## src/rtl/qnc_sqrt.sv

```systemverilog
// qnc_sqrt: pipelined integer square root, one result bit per stage.
// Standalone; carries an opaque sideband word alongside each request.
module qnc_sqrt #(
  parameter int unsigned W  = 32,
  parameter int unsigned SW = 8
) (
  input  logic           clk_i,
  input  logic           rst_ni,
  input  logic           en_i,
  input  logic           vld_i,
  input  logic [2*W-1:0] rad_i,
  input  logic [SW-1:0]  side_i,
  output logic           vld_o,
  output logic [W-1:0]   root_o,
  output logic [SW-1:0]  side_o
);

  logic           vld_q  [W];
  logic [W:0]     rem_q  [W];
  logic [W-1:0]   root_q [W];
  logic [2*W-1:0] rad_q  [W];
  logic [SW-1:0]  side_q [W];

  for (genvar k = 0; k < W; k++) begin : g_stage
    logic           vld_c;
    logic [W:0]     rem_c;
    logic [W-1:0]   root_c;
    logic [2*W-1:0] rad_c;
    logic [SW-1:0]  side_c;
    logic [W+2:0]   cand;
    logic [W+2:0]   trial;
    logic [W+2:0]   diff;
    logic           ge;

    if (k == 0) begin : g_first
      assign vld_c  = vld_i;
      assign rem_c  = '0;
      assign root_c = '0;
      assign rad_c  = rad_i;
      assign side_c = side_i;
    end else begin : g_next
      assign vld_c  = vld_q[k-1];
      assign rem_c  = rem_q[k-1];
      assign root_c = root_q[k-1];
      assign rad_c  = rad_q[k-1];
      assign side_c = side_q[k-1];
    end

    // bring down two radicand bits, try root*4+1
    assign cand  = {rem_c, rad_c[2*W-1 -: 2]};
    assign trial = {1'b0, root_c, 2'b01};
    assign ge    = (cand >= trial);
    assign diff  = cand - trial;

    always_ff @(posedge clk_i or negedge rst_ni) begin
      if (!rst_ni) begin
        vld_q[k] <= 1'b0;
      end else if (en_i) begin
        vld_q[k] <= vld_c;
      end
    end

    always_ff @(posedge clk_i) begin
      if (en_i) begin
        rem_q[k]  <= ge ? diff[W:0] : cand[W:0];
        root_q[k] <= {root_c[W-2:0], ge};
        rad_q[k]  <= {rad_c[2*W-3:0], 2'b00};
        side_q[k] <= side_c;
      end
    end
  end

  assign vld_o  = vld_q[W-1];
  assign root_o = root_q[W-1];
  assign side_o = side_q[W-1];

endmodule

```

## config.mk

```make
export PLATFORM = sky130hd
export DESIGN_NAME = qnc_sqrt
export DESIGN_NICKNAME = d
export VERILOG_FILES = /design/src/rtl/qnc_sqrt.sv
export SDC_FILE = /design/constraint.sdc
export NUM_CORES = 2
export LEC_CHECK = 0
export BUFFER_PORTS_ARGS = -buffer_cell sky130_fd_sc_hd__buf_2
export CAP_MARGIN = 20
export CORE_ASPECT_RATIO = 0.9
export CORE_MARGIN = 2
export CORE_UTILIZATION = 50
export DETAILED_ROUTE_END_ITERATION = 8
export PLACE_DENSITY = 0.68
export SETUP_SLACK_MARGIN = 0.1
export SLEW_MARGIN = 20
export SYNTH_ARGS = -nofsm -noshare
export SYNTH_HDL_FRONTEND = slang
export SYNTH_MEMORY_MAX_BITS = 65536
export SYNTH_SLANG_ARGS = --single-unit
export TNS_END_PERCENT = 30
```

## constraint.sdc

```tcl
create_clock -name clk_i -period 4.88 [get_ports clk_i]
set_input_delay 0.732 -clock clk_i [delete_from_list [all_inputs] [get_ports clk_i]]
set_output_delay 0.732 -clock clk_i [all_outputs]
set_load 0.01 [all_outputs]
```

# Word level (Yosys, flattened, before mapping)
# Memory sizes are Yosys's and may differ from the RTL's.
# Cells that the tools add are included.
[word_totals] register_bits=32 ramBits=4320 elab_cells=134 in_bits=76 n_memories=4
[mem_list] name="rad_q" words=32 width=62 read_ports=31 rd_ports_with_merged_regs=0 write_ports=32 line="21" rtl="logic [2*W-1:0] rad_q [W];"
[mem_list] name="rem_q" words=32 width=33 read_ports=31 rd_ports_with_merged_regs=0 write_ports=32 line="19" rtl="logic [W:0] rem_q [W];"
[mem_list] name="root_q" words=32 width=32 read_ports=32 rd_ports_with_merged_regs=0 write_ports=32 line="20" rtl="logic [W-1:0] root_q [W];"
[mem_list] name="side_q" words=32 width=8 read_ports=32 rd_ports_with_merged_regs=0 write_ports=32 line="22" rtl="logic [SW-1:0] side_q [W];"
[op_classes] n_lt_le_gt_ge=32 n_mux=34 addsub=32
[op_table] cell=">= comparator 35 x 34 -> 1 bit" n=31
[op_table] cell="2-to-1 mux 33 bit" n=32
[op_table] cell="subtractor 33 bit" n=31
[op_table] cell="subtractor 2 x 1 -> 3 bit (second input constant)" n=1
[op_table] cell=">= comparator 2 x 1 -> 1 bit (second input constant)" n=1
[op_table] cell="2-to-1 mux 1 bit" n=2

# Longest topological paths before layout
# An unclocked memory read counts as a cell.
[logic_depth] word_depth=3 mapped_depth=14 mapped_depth_nobuf=12

# Least setup slack after synthesis
# Ideal clock, no wire load.
[synth_timing] path_type="reg-to-reg" startpoint="mem rem_q[0][220] (netlist name)" endpoint="mem rem_q[0][245] (netlist name), data pin" path_buffers=1 stages_incl_launch_ff=11 synth_period_minus_slack_ns=3.447 t_arrival_ns=3.186 setup_slack_ns=1.433 setup_time_ns=0.261 path_cell_list="edfxtp_1 or3_4 or3_4 or3_4 or3_1 or4_4 or2_4 o211a_1 buf_6 nor2b_1 xor2_1"
[synth_rtl] item="start: declaration" line="19"

==> impl_metrics.toml <==
[synth]
synthArstFlopShare_pct = 1.150
synth_xor_xnor_area_share_pct = 5.457
seq_cells_post_synth = 2783
synth_compound_gate_area_share_pct = 9.259
synth-simple-area-share_pct = 9.372
synth_cells = 9429
avgSynthCellArea_um2 = 13.33
synthesis.area_um2 = 125700
synth_top_family_by_area = "simple AND/OR/NAND/NOR gates"
prevailing_post_synth_register_cell = "sky130_fd_sc_hd__edfxtp_1"
synth.yosys.seq_area_share_pct = 66.37
yosys.area_share.adder_pct = 5.585
postSynthNetCount = 10070
yosys_warnings = 0
number_of_unique_standard_cell_types_used_by_synthesis = 89
post_synth_mux_area_share_pct = 1.171
count_of_flip_flops_with_a_built_in_enable_after_synthesis = 2751

[timing]
post-route-worst-setup-slack_ns = 0.7636
worst-slew-pin-transition_ns = 1.078
hold_viol = 0
rsz_0062_raised_after_global_routing = "false"
final_min_period_over_clock_period_pct = 84.35
setup_viol = 0
max-slew-margin-rel_pct = 27.55
finalWorstPathRequiredPeriod_ns = 4.116
skew_ns = 0.08092
report.final.slew_viol_count = 0
tns_ns = 0
max_fclk_mhz = 242.9

[clock_tree]
clock_latency_ns = 0.87
cts_tree = "yes"
post-cts-setup-buffer-count = 0
numCtsBuffers = 297
cts_root_buffer = "sky130_fd_sc_hd__clkbuf_16"
htree_num_levels = 5
clock_sink_count = 2783
path_clk_slew_ns = 0.06
clockBufferDepth = 4

[global_routing]
grtUsageTotal_pct = 19.85
antenna_found_initial = 5
vias_in_the_first_global_route = 71920
grt.overflow.total = 0
wire_length_of_the_first_global_routing_pass_mm = 403.9
grt_start_max_net_pins = 138

[placed_design]
gp_congestion = 0.9024
dp_hpwl_mm = 183.4
i_o_buffers = 116
placement.setup.worst_slack_ns = 0.8406

[worst_setup_path]
path_buf_inv = 3
cp-start-kind = "flip-flop"
crit_arrival_ns = 4.66
cp_data_required_time_ns = 5.42
timing_worst_setup_path_type = "flip-flop to flip-flop"
timing.critical_path.cells = "inv_1 > ha_1 > or3_1 > o221a_2 > o21ai_0 > a211oi_1 > o21ai_0 > buf_4 > a2bb2oi_1 > o211ai_1 > buf_12 > nor2b_1 > mux2_2"
path_common_cell = "sky130_fd_sc_hd__o21ai_0"
worst_setup_path_end_kind = "flip-flop"
slowest_delay_ns = 0.48
critPathTopFamily = "compound AO/OA/AOI/OAI gates"
slowest_stage = "sky130_fd_sc_hd__edfxtp_1"
critical_path_peak_fanout = 48

[floorplan]
floorplan.io_pins = 117
die_width_um = 532.5
placeableCoreArea_um2 = 249900
dieHeight_um = 479.6
initial_utilization_pct = 50.28
rows = 174
fp.dieArea_um2 = 255400

[power_and_ir_drop]
power.static_leakage_uw = 0.05362
worst_ir_drop_vdd_mv = 0.3417
post-layout-total-power_uw = 67150
power_density_nw_per_um2 = 476.8

[routing]
drtAntennaViolNets = 0
total_length_of_routed_wires_mm = 258.6
detailed_route_wire_length_per_cell_um = 19.37
drtPass1Iterations = 6
via_count = 74040
first_iter_violations = 6247
avgViaCountPerCell = 5.545
detail_route.drc_violations = 0

[layout]
final_core_util_pct = 56.36
areaGrowthSynthToFinish_pct = 12.08
num-nets-final = 10410
drive_gt1_share_pct = 8.347
layout.filler_cells = 20070

[job]
max-cap-violations = 0

[outcome]
status = "finished clean"

[min_path]
timing.hold.worst.class = "input port to flip-flop"
worst reg2reg max path: cells and delay by family (launching register included):
family                     cells  cell delay (ns)
DFF                            1             0.48
buffers and inverters          3             0.52
muxes                          1             0.27
adders and majority gates      1             0.24
and+or+nand+nor                2             0.57
AOI/OAI and AO/OA              6             1.78
cells in the final DEF (no fill, tap or decap), drive strengths merged, types with 62 or more instances in the layout:
master,count
o21ai,428
inv,736
nor3,242
edfxtp,2751
o31ai,62
xor2,367
nand3,139
nand2,547
nor2,632
buf,217
nor4,119
nor2b,88
mux2,120
o21a,115
a21oi,627
a21o,227
nand2b,96
xnor2,416
nand4,127
ha,561
clkinv,123
clkbuf,348
or3,89
cells by family (layout without fill, tap and decap cells):
group | count (synthesis) | count (layout)
flops | 2783 | 2783
simple gates | 2370 | 2370
compound gates | 1873 | 1873
buf+inv | 926 | 1501
xor+xnor | 783 | 783
fa+ha+maj | 561 | 561
mux | 132 | 132
other cells | 1 | 5
worst paths after layout:
path | startpoint | to | slack [ns] | cells past startpoint
min | rad_i[13] | rad_q[0][13] | 0.07 | 1
max reg2reg | root_q[6][66] | rem_q[1][395] | 0.76 | 13
max in group asynchronous | rst_ni | g_stage[29].vld_c | 3.96 | 2
min reg2reg | rad_q[9][26] | rad_q[10][28] | 0.36 | 0
min in group asynchronous | rst_ni | vld_o | 0.48 | 2
max | root_q[6][66] | rem_q[1][395] | 0.76 | 13
registers in the layout (all words and copies together), names as in the netlist:
signal and cells:
rem_q 975, side_q 256, root_q 528, vld_o 1
rad_q 992, g_stage.vld_c 31
report_power, final:
part / internal (uW) / switching (uW)
combinational: 5370 / 7410
sequential: 30000 / 1990
clock: 13100 / 9260
stage by stage:
step / hold slack [ns] / cell area (um2) / instances
after global placement: 0.4002 / 130800 / 12790
after floorplan: 0.4003 / 125700 / 9429
final: 0.07011 / 140900 / 13350
after global routing: 0.01893 / 140800 / 13350
after detailed placement: 0.4045 / 130800 / 12790
after CTS: 0.0008911 / 140800 / 13350
final cells by class:
cell class                 count  area, um2  share of cell area (%)
antenna                        4      10.01                0.007106
clock buffer                 348       7697                   5.465
clock inverter               182       2019                   1.434
inverter                     724       2718                   1.929
multi-input combinational   5720      38820                   27.56
sequential                  2783      83410                   59.22
tap                         3344       4184                   2.970
timing repair buffer         247       1992                   1.414
timing repair:
item | CTS | global route
hold buffers | 30 | 0
hold endpoints to repair | 61 | 0
resized for setup | 0 | 0
synth_stat cells, drive strengths merged, types with 44 or more instances:
master | instances | share of area [%]
edfxtp | 2751 | 66
inv | 722 | 2.2
nor2 | 632 | 1.9
a21oi | 627 | 2.5
ha | 561 | 5.6
nand2 | 547 | 1.6
o21ai | 428 | 1.7
xnor2 | 416 | 2.9
xor2 | 367 | 2.6
nor3 | 242 | 0.98
a21o | 227 | 1.4
clkbuf | 179 | 0.53
nand3 | 139 | 0.55
nand4 | 127 | 0.63
mux2 | 120 | 1.1
nor4 | 119 | 0.60
o21a | 115 | 0.69
nand2b | 96 | 0.48
or3 | 89 | 0.46
nor2b | 88 | 0.44
o31ai | 62 | 0.37
o21bai | 58 | 0.35
a31oi | 52 | 0.26
and3 | 52 | 0.26
or4 | 44 | 0.27
routing by layer:
| metal | share of wire (%) | routed length (um) | up-vias | GRT usage (%) |
|---|---|---|---|---|
| li1 | - | - | 35780 | - |
| met1 | 46 | 118200 | 36000 | 28.18 |
| met2 | 47 | 121100 | 1822 | 32.18 |
| met3 | 4.7 | 12260 | 438 | 2.519 |
| met4 | 2.7 | 7020 | 2 | 5.840 |
| met5 | 0.0035 | 9 | - | 0 |
(Power assumes the default switching activity.)
